**src/rtl/aitp_pkg.sv**
```systemverilog
// Shared types, constants and helper functions for the ASCII integer parser.
// No dependencies; imported by every module of the block.
package aitp_pkg;

  localparam int VALUE_BITS  = 64;
  localparam int OFFSET_BITS = 16;
  localparam int CHAR_BITS   = 8;
  localparam int RADIX_BITS  = 6;
  localparam int DIGIT_BITS  = 7;

  localparam int S_TDATA_BITS = ((CHAR_BITS + RADIX_BITS + 7) / 8) * 8;
  localparam int M_TDATA_BITS = ((VALUE_BITS + OFFSET_BITS + 7) / 8) * 8;

  localparam logic [OFFSET_BITS-1:0] OFFSET_MAX  = '1;
  localparam logic [DIGIT_BITS-1:0]  NOT_A_DIGIT = DIGIT_BITS'(99);
  localparam logic [RADIX_BITS-1:0]  RADIX_AUTO  = '0;
  localparam logic [RADIX_BITS-1:0]  RADIX_OCT   = RADIX_BITS'(8);
  localparam logic [RADIX_BITS-1:0]  RADIX_DEC   = RADIX_BITS'(10);
  localparam logic [RADIX_BITS-1:0]  RADIX_HEX   = RADIX_BITS'(16);

  localparam logic [CHAR_BITS-1:0] CH_SPACE = 8'h20;
  localparam logic [CHAR_BITS-1:0] CH_TAB   = 8'h09;
  localparam logic [CHAR_BITS-1:0] CH_CR    = 8'h0D;
  localparam logic [CHAR_BITS-1:0] CH_PLUS  = 8'h2B;
  localparam logic [CHAR_BITS-1:0] CH_MINUS = 8'h2D;
  localparam logic [CHAR_BITS-1:0] CH_ZERO  = 8'h30;
  localparam logic [CHAR_BITS-1:0] CH_NINE  = 8'h39;
  localparam logic [CHAR_BITS-1:0] CH_UA    = 8'h41;
  localparam logic [CHAR_BITS-1:0] CH_UZ    = 8'h5A;
  localparam logic [CHAR_BITS-1:0] CH_LA    = 8'h61;
  localparam logic [CHAR_BITS-1:0] CH_LZ    = 8'h7A;
  localparam logic [CHAR_BITS-1:0] CH_LX    = 8'h78;
  localparam logic [CHAR_BITS-1:0] CH_UX    = 8'h58;

  typedef enum logic [2:0] {
    PH_IDLE     = 3'd0,
    PH_LEAD     = 3'd1,
    PH_FIRST    = 3'd2,
    PH_ZERO     = 3'd3,
    PH_HEXSTART = 3'd4,
    PH_DIGITS   = 3'd5
  } phase_e;

  typedef struct packed {
    logic                  is_space;
    logic                  is_plus;
    logic                  is_minus;
    logic                  is_zero;
    logic                  is_x;
    logic [DIGIT_BITS-1:0] digit;
  } char_class_t;

  typedef struct packed {
    logic                   emit;
    logic [VALUE_BITS-1:0]  value;
    logic [OFFSET_BITS-1:0] end_offset;
    logic                   no_digits;
  } parse_result_t;

  function automatic logic [DIGIT_BITS-1:0] digit_of(input logic [CHAR_BITS-1:0] c);
    logic [DIGIT_BITS-1:0] d;
    d = NOT_A_DIGIT;
    if (c >= CH_ZERO && c <= CH_NINE) begin
      d = DIGIT_BITS'(c - CH_ZERO);
    end else if (c >= CH_LA && c <= CH_LZ) begin
      d = DIGIT_BITS'(c - CH_LA) + DIGIT_BITS'(10);
    end else if (c >= CH_UA && c <= CH_UZ) begin
      d = DIGIT_BITS'(c - CH_UA) + DIGIT_BITS'(10);
    end
    return d;
  endfunction

endpackage

```
**src/rtl/ascii_integer_text_parser.sv**
```systemverilog
// ASCII integer parser with optional sign: input register, character step, result register.
// The result register loads from the character step when the held input character advances and a result is emitted.
// Throughput: one character per cycle; the input stage stalls while a character is
// held and an earlier result waits in the output register without being taken.
// Reset: asynchronous, active low; parser idle, both stages empty.
// Depends on aitp_pkg, aitp_char_class and aitp_core.
module ascii_integer_text_parser (
  input  logic                              clk_i,
  input  logic                              rst_ni,
  input  logic                              s_axis_tvalid,
  output logic                              s_axis_tready,
  // [7:0] char_code, [13:8] radix, [15:14] zero
  input  logic [aitp_pkg::S_TDATA_BITS-1:0] s_axis_tdata,
  // [0] start_req
  input  logic                              s_axis_tuser,
  output logic                              m_axis_tvalid,
  input  logic                              m_axis_tready,
  // [63:0] value, [79:64] end_offset
  output logic [aitp_pkg::M_TDATA_BITS-1:0] m_axis_tdata,
  // [0] no_digits
  output logic                              m_axis_tuser
);
  import aitp_pkg::*;

  logic                  in_valid_q;
  logic                  in_start_q;
  logic [CHAR_BITS-1:0]  in_char_q;
  logic [RADIX_BITS-1:0] in_radix_q;
  logic                  out_valid_q;
  logic [M_TDATA_BITS-1:0] out_data_q;
  logic                  out_none_q;

  logic          advance;
  char_class_t   cls;
  parse_result_t res;

  assign advance       = in_valid_q && (!out_valid_q || m_axis_tready);
  assign s_axis_tready = !in_valid_q || advance;

  always_ff @(posedge clk_i or negedge rst_ni) begin
    if (!rst_ni) begin
      in_valid_q <= 1'b0;
    end else if (s_axis_tready) begin
      in_valid_q <= s_axis_tvalid;
    end
  end

  always_ff @(posedge clk_i) begin
    if (s_axis_tready && s_axis_tvalid) begin
      in_start_q <= s_axis_tuser;
      in_char_q  <= s_axis_tdata[CHAR_BITS-1:0];
      in_radix_q <= s_axis_tdata[CHAR_BITS+RADIX_BITS-1:CHAR_BITS];
    end
  end

  aitp_char_class u_class (
    .char_i (in_char_q),
    .cls_o  (cls)
  );

  aitp_core u_core (
    .clk_i    (clk_i),
    .rst_ni   (rst_ni),
    .fire_i   (advance),
    .start_i  (in_start_q),
    .radix_i  (in_radix_q),
    .cls_i    (cls),
    .result_o (res)
  );

  always_ff @(posedge clk_i or negedge rst_ni) begin
    if (!rst_ni) begin
      out_valid_q <= 1'b0;
    end else if (advance && res.emit) begin
      out_valid_q <= 1'b1;
    end else if (m_axis_tready) begin
      out_valid_q <= 1'b0;
    end
  end

  always_ff @(posedge clk_i) begin
    if (advance && res.emit) begin
      out_data_q <= M_TDATA_BITS'({res.end_offset, res.value});
      out_none_q <= res.no_digits;
    end
  end

  assign m_axis_tvalid = out_valid_q;
  assign m_axis_tdata  = out_data_q;
  assign m_axis_tuser  = out_none_q;

endmodule

```
**src/rtl/aitp_char_class.sv**
```systemverilog
// Character classifier: whitespace, sign, zero, x and digit value.
// Depends on aitp_pkg.
module aitp_char_class (
  input  logic [aitp_pkg::CHAR_BITS-1:0] char_i,
  output aitp_pkg::char_class_t          cls_o
);
  import aitp_pkg::*;

  always_comb begin
    cls_o.is_space = (char_i == CH_SPACE) || (char_i >= CH_TAB && char_i <= CH_CR);
    cls_o.is_plus  = (char_i == CH_PLUS);
    cls_o.is_minus = (char_i == CH_MINUS);
    cls_o.is_zero  = (char_i == CH_ZERO);
    cls_o.is_x     = (char_i == CH_LX) || (char_i == CH_UX);
    cls_o.digit    = digit_of(char_i);
  end

endmodule

```
**src/rtl/aitp_core.sv**
```systemverilog
// Conversion state and per-character step: phase, accumulator, sign, radix, index.
// Depends on aitp_pkg; fed by aitp_char_class.
module aitp_core (
  input  logic                            clk_i,
  input  logic                            rst_ni,
  input  logic                            fire_i,
  input  logic                            start_i,
  input  logic [aitp_pkg::RADIX_BITS-1:0] radix_i,
  input  aitp_pkg::char_class_t           cls_i,
  output aitp_pkg::parse_result_t         result_o
);
  import aitp_pkg::*;

  phase_e                 ph_q, ph_d, ph_e;
  logic [VALUE_BITS-1:0]  acc_q, acc_d, acc_e;
  logic                   minus_q, minus_d, minus_e;
  logic [RADIX_BITS-1:0]  rad_q, rad_d, rad_e;
  logic [OFFSET_BITS-1:0] idx_q, idx_d, idx_e;
  logic                   taken_q, taken_d, taken_e;

  logic                          do_take;
  logic [VALUE_BITS+RADIX_BITS-1:0] prod;
  logic [VALUE_BITS-1:0]         mag;
  logic [OFFSET_BITS-1:0]        xpos;

  assign prod = acc_e * rad_d;

  always_comb begin
    ph_e    = ph_q;
    acc_e   = acc_q;
    minus_e = minus_q;
    rad_e   = rad_q;
    idx_e   = idx_q;
    taken_e = taken_q;
    if (start_i) begin
      ph_e    = PH_LEAD;
      acc_e   = '0;
      minus_e = 1'b0;
      rad_e   = radix_i;
      idx_e   = '0;
      taken_e = 1'b0;
    end else if (ph_q != PH_IDLE && idx_q < OFFSET_MAX) begin
      idx_e = idx_q + OFFSET_BITS'(1);
    end

    ph_d    = ph_e;
    acc_d   = acc_e;
    minus_d = minus_e;
    rad_d   = rad_e;
    idx_d   = idx_e;
    taken_d = taken_e;
    do_take = 1'b0;
    mag     = '0;
    result_o.emit       = 1'b0;
    result_o.end_offset = '0;
    result_o.no_digits  = 1'b0;

    xpos = (idx_e >= OFFSET_MAX) ? OFFSET_MAX : idx_e - OFFSET_BITS'(1);

    unique case (ph_e)
      PH_LEAD, PH_FIRST: begin
        if (ph_e == PH_LEAD && cls_i.is_space) begin
          ph_d = PH_LEAD;
        end else if (ph_e == PH_LEAD && (cls_i.is_plus || cls_i.is_minus)) begin
          minus_d = cls_i.is_minus;
          ph_d    = PH_FIRST;
        end else if (cls_i.is_zero && (rad_e == RADIX_AUTO || rad_e == RADIX_HEX)) begin
          ph_d = PH_ZERO;
        end else begin
          if (rad_e == RADIX_AUTO) rad_d = RADIX_DEC;
          do_take = 1'b1;
        end
      end
      PH_ZERO: begin
        if (cls_i.is_x) begin
          rad_d = RADIX_HEX;
          ph_d  = PH_HEXSTART;
        end else begin
          if (rad_e == RADIX_AUTO) rad_d = RADIX_OCT;
          taken_d = 1'b1;
          ph_d    = PH_DIGITS;
          do_take = 1'b1;
        end
      end
      PH_HEXSTART: begin
        if (cls_i.digit >= DIGIT_BITS'(rad_e)) begin
          result_o.emit       = 1'b1;
          result_o.end_offset = xpos;
          ph_d                = PH_IDLE;
        end else begin
          do_take = 1'b1;
        end
      end
      PH_DIGITS: do_take = 1'b1;
      PH_IDLE:   ph_d = PH_IDLE;
      default:   ph_d = PH_IDLE;
    endcase

    if (do_take) begin
      if (cls_i.digit >= DIGIT_BITS'(rad_d)) begin
        result_o.emit = 1'b1;
        ph_d          = PH_IDLE;
        if (taken_d) begin
          mag                 = acc_e;
          result_o.end_offset = idx_e;
        end else begin
          result_o.no_digits = 1'b1;
        end
      end else begin
        acc_d   = prod[VALUE_BITS-1:0] + VALUE_BITS'(cls_i.digit);
        taken_d = 1'b1;
        ph_d    = PH_DIGITS;
      end
    end

    result_o.value = minus_d ? (~mag + VALUE_BITS'(1)) : mag;
  end

  always_ff @(posedge clk_i or negedge rst_ni) begin
    if (!rst_ni) begin
      ph_q    <= PH_IDLE;
      acc_q   <= '0;
      minus_q <= 1'b0;
      rad_q   <= '0;
      idx_q   <= '0;
      taken_q <= 1'b0;
    end else if (fire_i) begin
      ph_q    <= ph_d;
      acc_q   <= acc_d;
      minus_q <= minus_d;
      rad_q   <= rad_d;
      idx_q   <= idx_d;
      taken_q <= taken_d;
    end
  end

endmodule

```
**config.mk**
```make
export PLATFORM = sky130hd
export DESIGN_NAME = ascii_integer_text_parser
export DESIGN_NICKNAME = d
export VERILOG_FILES = /design/src/rtl/aitp_pkg.sv /design/src/rtl/ascii_integer_text_parser.sv /design/src/rtl/aitp_char_class.sv /design/src/rtl/aitp_core.sv
export SDC_FILE = /design/constraint.sdc
export NUM_CORES = 1
export LEC_CHECK = 0
export BUFFER_PORTS_ARGS = -buffer_cell sky130_fd_sc_hd__clkbuf_2
export CAP_MARGIN = 20
export CORE_UTILIZATION = 55
export CTS_BUF_LIST = sky130_fd_sc_hd__clkbuf_4 sky130_fd_sc_hd__clkbuf_8
export DETAILED_ROUTE_END_ITERATION = 10
export PLACE_DENSITY = 0.72
export SLEW_MARGIN = 15
export SYNTH_ARGS = -nofsm -noshare
export SYNTH_HDL_FRONTEND = slang
export SYNTH_SLANG_ARGS = --single-unit
```
**constraint.sdc**
```tcl
create_clock -name clk_i -period 8.2 [get_ports clk_i]
set_clock_uncertainty 0.2 [all_clocks]
set_input_delay 1.23 -clock clk_i [delete_from_list [all_inputs] [get_ports clk_i]]
set_output_delay 1.23 -clock clk_i [all_outputs]
set_load 0.01 [all_outputs]
```
==> results of run 1 <==
[power breakdown]
part           total, mW  switching (mW)  internal (mW)
Sequential          1.31           0.106           1.21
Clock              0.677           0.418          0.259
Combinational       1.86            1.28          0.575
Total               3.85            1.81           2.04
[through the flow]
step	hold slack, ns	total power [mW]
2_1_floorplan	0.246	2.55
3_3_place_gp	0.260	3.11
3_5_place_dp	0.279	3.15
4_1_cts	0.303	3.83
5_1_grt	0.328	4.09
6_report	0.298	3.85
[worst max-delay path by stage]
stage	slack (ns)	cells past startpoint	end
final	0.35	27	u_core.acc_q[62]
after global routing	0.02	30	u_core.acc_q[62]
after CTS	0.29	27	u_core.acc_q[62]
after detailed placement	0.36	27	u_core.acc_q[62]
after global placement	0.40	27	u_core.acc_q[62]
after floorplan	0.36	19	m_axis_tdata[0]
[what timing repair did]
item                                    4_1_cts  5_1_grt
hold buffers                                  0        0
gates resized for setup                       0        4
endpoints found under the setup margin        0        5
[sequential cells by signal, summed over array words and instances (netlist names)]
| signal | count |
|---|---|
| u_core.taken_q | 1 |
| in_char_q | 8 |
| in_start_q | 1 |
| in_valid_q | 1 |
| m_axis_tvalid | 1 |
| u_core.ph_q | 3 |
| m_axis_tdata | 80 |
| in_radix_q | 6 |
| m_axis_tuser | 1 |
| u_core.idx_q | 16 |
| u_core.acc_q | 64 |
| u_core.rad_q | 6 |
| u_core.minus_q | 1 |
[layer usage]
layer | GRT usage (%) | vias to the layer above
li1 | - | 9071
met2 | 50.9 | 926
met1 | 43.8 | 9770
met4 | 12.4 | 0
met3 | 6.74 | 149
met5 | 0 | -
[final cells by class]
class	instances	area [um^2]	share of cell area (%)
Timing Repair Buffer	146	858	3.59
Clock buffer	19	249	1.04
Inverter	101	379	1.59
Multi-Input combinational cell	2166	16400	68.6
Clock inverter	13	151	0.634
Tap cell	525	657	2.75
Sequential cell	189	5210	21.8
Antenna cell	2	5.00	0.0210
[kinds of logic (layout without fill, tap and decap cells)]
logic type | Yosys count | in the layout
AOI/OAI and AO/OA | 574 | 574
xor gates and xnor gates | 100 | 100
adders and majority gates | 394 | 394
buffers and inverters | 261 | 279
DFF | 189 | 189
muxes | 18 | 18
other | 0 | 2
and+or+nand+nor | 1080 | 1080
[tightest hold or removal path: stages (launching register included)]
cell,delay [ns]
dfrtp_1,0.36
nand2_1,0.05
o21ai_0,0.06
[cells in the final DEF, fill, tap and decap left out, types with 21 or more instances in the layout]
cell and instances:
nor2_1 495, o21a_1 21, xor2_1 40, inv_1 95, or3_1 22, nor3_1 35
a21o_1 42, a21oi_1 121, nor2b_1 27, xnor2_1 59, dfrtp_1 93, buf_4 45
nand4_1 36, edfxtp_1 96, a31oi_1 29, ha_1 153, nand2b_1 25, clkbuf_2 100
o21ai_1 63, o21ai_0 132, fa_1 241, nand3_1 59, nand2_1 277
==> impl_results.md, run 1 <==
- Routed WL per cell: 20.4 um
- RR Startpoint: in_char_q[1]
- Slew Limit Headroom: 35.2%
- Static leakage: 11.1 nW
- WL met2: 29700 um
- Die height: 204 um
- Max-cap violations: 0
- Final Core Density: 59.6%
- Commonest cells post-synth: 497 x nor2_1, 279 x nand2_1, 241 x fa_1, 153 x ha_1, 132 x o21ai_0
- Starting density of the core: 56.2%
- Critical Path Start Type: flop
- Most used cell, CP: fa_1
- DR top layer: met4
- Post-synthesis instance area: 22500 um^2
- HP Class: flop to flop
- WP data arrival: 8.14 ns
- HPWL Detailed: 49100 um
- Final hold violation count: 0
- Dpl cells: 3127
- Worst skew pair latency: 0.59 ns
- Core area: 40100 um^2
- Synth Warn #: 0
- Fin crit period: 7.85 ns
- Worst Path Required: 8.49 ns
- Power Density: 161 nW/um^2
- Worst Path Buf+Inv: 4
- DR WL met3: 5590 um
- Leading area contributor after synthesis: fa_1
- Async S/R FF share, synth: 49.2%
- Total Routing Usage GR: 32.4%
- Xor-xnor portion of the synthesized cell area: 3.95%
- Share of cells above drive strength 1: 8.62%
- Synth Instances: 2616
- Period utilization: 95.7%
- Setup TNS: 0 ns
- Main synth FF type: edfxtp_1
- Most common cell in the netlist: nor2_1
- Antenna-violating nets left: 0
- Simple-Gate Fraction of Synth Area: 21.4%
- TritonCTS Buffers: 17
- Post-route DRC: 0
- CP max FO: 23
- GP Congestion: 0.949
- EDFF count, synth: 96
- Hold_sp: u_core.minus_q
- Synth Area in Adders: 29.9%
- Dominant combinational cell family by area after synthesis: adder cells
- Mux cell area share after synthesis: 0.827%
- Number of setup violations in the final report: 0
- Chip width: 204 um
- DRT Pass-1 Iters: 5
- Post-CTS setup buffers: 0
- Die area: 41800 um^2
- H-tree depth: 4
- I/O pins: 104
- Post-layout instance count excluding filler cells: 3161
- CP peak stage delay: 0.54 ns
- Largest net degree at the start of global routing: 69
- WHS Endpoint: u_core.minus_q
- Dpl ws: 0.360 ns
- Worst reg2reg path depth: 27
- Syn Area/Cell: 8.61 um^2
- Routed Wire Length: 64500 um
- Status: completed
- 1st-iter DRT viols: 1773
- Placed Area: 23400 um^2
- Cell Rows: 73
- CTS tree: yes
- Top post-synthesis cells by area: fa_1 21%, edfxtp_1 13%, dfrtp_1 10%, ha_1 8.5%, nor2_1 8.3%
- CP endpoint kind: flop
- Via count: 19900
- Sink Count: 189
- Global-route wire length before repair: 106000 um
- Slowest CP cell: fa_1
- Sequential area share after synthesis: 23.1%
- GRT Residual Overflow: 0
- Initial antenna violation count: 2
- F_max: 127 MHz
- Flop-to-flop setup slack: 0.35 ns
- Deepest clock path buffer count: 2
- Port buffer count: 101
- Syn Nets: 3031
- Critical register-to-register path endpoint: u_core.acc_q[62]
- Number of global-route vias before repair: 20000
- Share of the synthesized area in the top cell type: 21.4%
- Nets: 3036
- Worst setup path class: flop to flop
- Wl on met1: 27200 um
- Crit-path leading delay family: adder cells
- Fill cells: 3527
- Vias per cell: 6.30
- Worst Hold Depth: 2
- Worst setup margin: 0.349 ns
- Area grow syn2layout: 6.00%
- CP startpoint: in_char_q[1]
- Reg clk slew, reported paths: 0.11 ns
- Root Buffer: clkbuf_8
- Synth Area in Compound Gates: 16.3%
- #FFs+latches synth: 189
- Fin. max-slew vios: 0
- RSZ-0062 raised after global routing: no
- Cell area after layout: 23900 um^2
- Synth unique cells: 94
- Worst VDD drop: 0.000141 V
- Worst-Margin Slew: 0.971 ns
Power figures use the tool's default switching activity.
==> inputs of run 2 (changes only) <==
--- a/config.mk
+++ b/config.mk
@@ -7,10 +7,12 @@
 export LEC_CHECK = 0
 export BUFFER_PORTS_ARGS = -buffer_cell sky130_fd_sc_hd__clkbuf_2
 export CAP_MARGIN = 20
-export CORE_UTILIZATION = 55
+export CELL_PAD_IN_SITES_DETAIL_PLACEMENT = 2
+export CELL_PAD_IN_SITES_GLOBAL_PLACEMENT = 2
+export CORE_UTILIZATION = 37
 export CTS_BUF_LIST = sky130_fd_sc_hd__clkbuf_4 sky130_fd_sc_hd__clkbuf_8
 export DETAILED_ROUTE_END_ITERATION = 10
-export PLACE_DENSITY = 0.72
+export PLACE_DENSITY = 0.77
 export SLEW_MARGIN = 15
 export SYNTH_ARGS = -nofsm -noshare
 export SYNTH_HDL_FRONTEND = slang
==> impl_results.md, run 2 (synthesis results as in run 1) <==
- Status: completed
- Cell area after layout: 24400 um^2
- Global-route wire length before repair: 137000 um
- Worst skew pair latency: 0.61 ns
- Max-cap violations: 0
- Starting density of the core: 37.4%
- Static leakage: 11.2 nW
- Worst Path Buf+Inv: 5
- Largest net degree at the start of global routing: 69
- Routed WL per cell: 25.3 um
- Core area: 60200 um^2
- Max reg flops: 80
- WP data arrival: 8.13 ns
- Crit-path leading delay family: adder cells
- Slew Limit Headroom: 33.0%
- Final hold violation count: 0
- Worst setup path class: flop to flop
- Final Core Density: 40.5%
- Slowest CP cell: edfxtp_1
- Post-route DRC: 0
- HPWL Detailed: 67400 um
- CTS tree: yes
- Crit-path cells: buf_4 > and4bb_1 > o2111ai_1 > nand2_1 > inv_2 > buf_4 > nor2_1 > fa_1 > fa_1 > fa_1 > ha_1 > ha_1 > nand4_1 > nor4_1 > a22oi_1 > a2111oi_2 > buf_4 > o311ai_1 > buf_4 > nand2_1 > a31oi_1 > or4b_1 > nand3_1
- Area grow syn2layout: 8.19%
- H-tree depth: 4
- 1st-iter DRT viols: 1135
- Power Density: 168 nW/um^2
- Vias per cell: 5.96
- Post-layout instance count excluding filler cells: 3436
- Deepest clock path buffer count: 2
- Die height: 249 um
- Critical Path Start Type: flop
- Total Routing Usage GR: 28.6%
- CP endpoint kind: flop
- GRT Residual Overflow: 0
- F_max: 128 MHz
- Worst VDD drop: 0.000129 V
- Placed Area: 23800 um^2
- Sink Count: 189
- Period utilization: 95.2%
- Root Buffer: clkbuf_8
- Worst-Margin Slew: 1.00 ns
- Share of cells above drive strength 1: 9.46%
- Reg clk slew, reported paths: 0.13 ns
- Most used cell, CP: buf_4
- TritonCTS Buffers: 17
- Nets: 3054
- Dpl cells: 3393
- Via count: 20500
- Number of setup violations in the final report: 0
- Worst reg2reg path depth: 23
- CP max FO: 20
- HP Class: flop to flop
- Critical Path Stages: 23
- GP Congestion: 0.889
- Number of global-route vias before repair: 23000
- Fin crit period: 7.81 ns
- DRT Pass-1 Iters: 7
- Initial antenna violation count: 3
- Cell Rows: 90
- Hold buffers post-CTS: 0
- Worst Hold Depth: 2
- CP peak stage delay: 0.69 ns
- Worst Path Required: 8.53 ns
- Routed Wire Length: 86900 um
- Most common cell after layout, fill and taps aside: nor2_1
- Fin. max-slew vios: 0
- Chip width: 249 um
- I/O pins: 104
- Most frequent cells in the layout: 496 x nor2_1, 277 x nand2_1, 241 x fa_1
- Port buffer count: 101
- Die area: 61900 um^2
- Antenna-violating nets left: 0
## run 2: changes by cell type in the layout (fill, tap and decap cells not counted), moves of 2 or more
cell       delta
a2111oi_2     +2
inv_8         +3
clkbuf_4      -2
buf_4        +16
## run 2: final timing paths
path / startpoint / to / slack (ns)
min reg2reg: u_core.acc_q[50] / u_core.acc_q[50] / 0.32
max: in_start_q / u_core.acc_q[63] / 0.39
max reg2reg: in_start_q / u_core.acc_q[63] / 0.39
min in group asynchronous: rst_ni / u_core.idx_q[6] / 0.37
max in group asynchronous: rst_ni / u_core.acc_q[48] / 6.01
min: u_core.acc_q[50] / u_core.acc_q[50] / 0.32
## run 2: worst min-delay path, stage by stage (launching register included)
cell and delay [ns]:
dfrtp_1 0.37, nand2_1 0.05, o21ai_1 0.07
## run 2: what timing repair did
action	in CTS	in global routing
endpoints found under the hold margin	0	0
setup buffers	0	9
setup endpoints to repair	0	13
gates resized for setup	0	10
## run 2: layer usage
layer  global-route usage, %  wire length (um)  vias up
met5                       0                 0        -
met4                    8.38              1810        0
met3                    3.08              2790       99
met2                    49.7             43600      392
met1                    37.3             38700    10900
li1                        -                 -     9072
## run 2: metrics by stage
stage | total power [mW] | setup TNS, ns | setup slack (ns) | hold slack [ns]
after global placement | 3.24 | 0 | 0.416 | 0.266
final | 4.09 | 0 | 0.394 | 0.320
after global routing | 4.31 | -0.0569 | -0.0363 | 0.353
after detailed placement | 3.36 | 0 | 0.116 | 0.293
after CTS | 4.10 | 0 | 0.0368 | 0.325
after floorplan | 2.55 | 0 | 0.359 | 0.246
## run 2: power by group
part           switching [mW]  leakage [nW]  internal [mW]
Sequential              0.128          2.21           1.21
Clock                   0.469         0.195          0.257
Combinational            1.43          8.77          0.601
Total                    2.03          11.2           2.07
## run 2: cell type report
| type | count | area (um^2) |
|---|---|---|
| Clock buffer | 17 | 234 |
| Multi-Input combinational cell | 2166 | 16400 |
| Tap cell | 782 | 978 |
| Timing Repair Buffer | 164 | 1010 |
| Fill cell | 6715 | 35900 |
| Clock inverter | 15 | 175 |
| Antenna cell | 2 | 5.00 |
| Inverter | 101 | 379 |
| Sequential cell | 189 | 5210 |
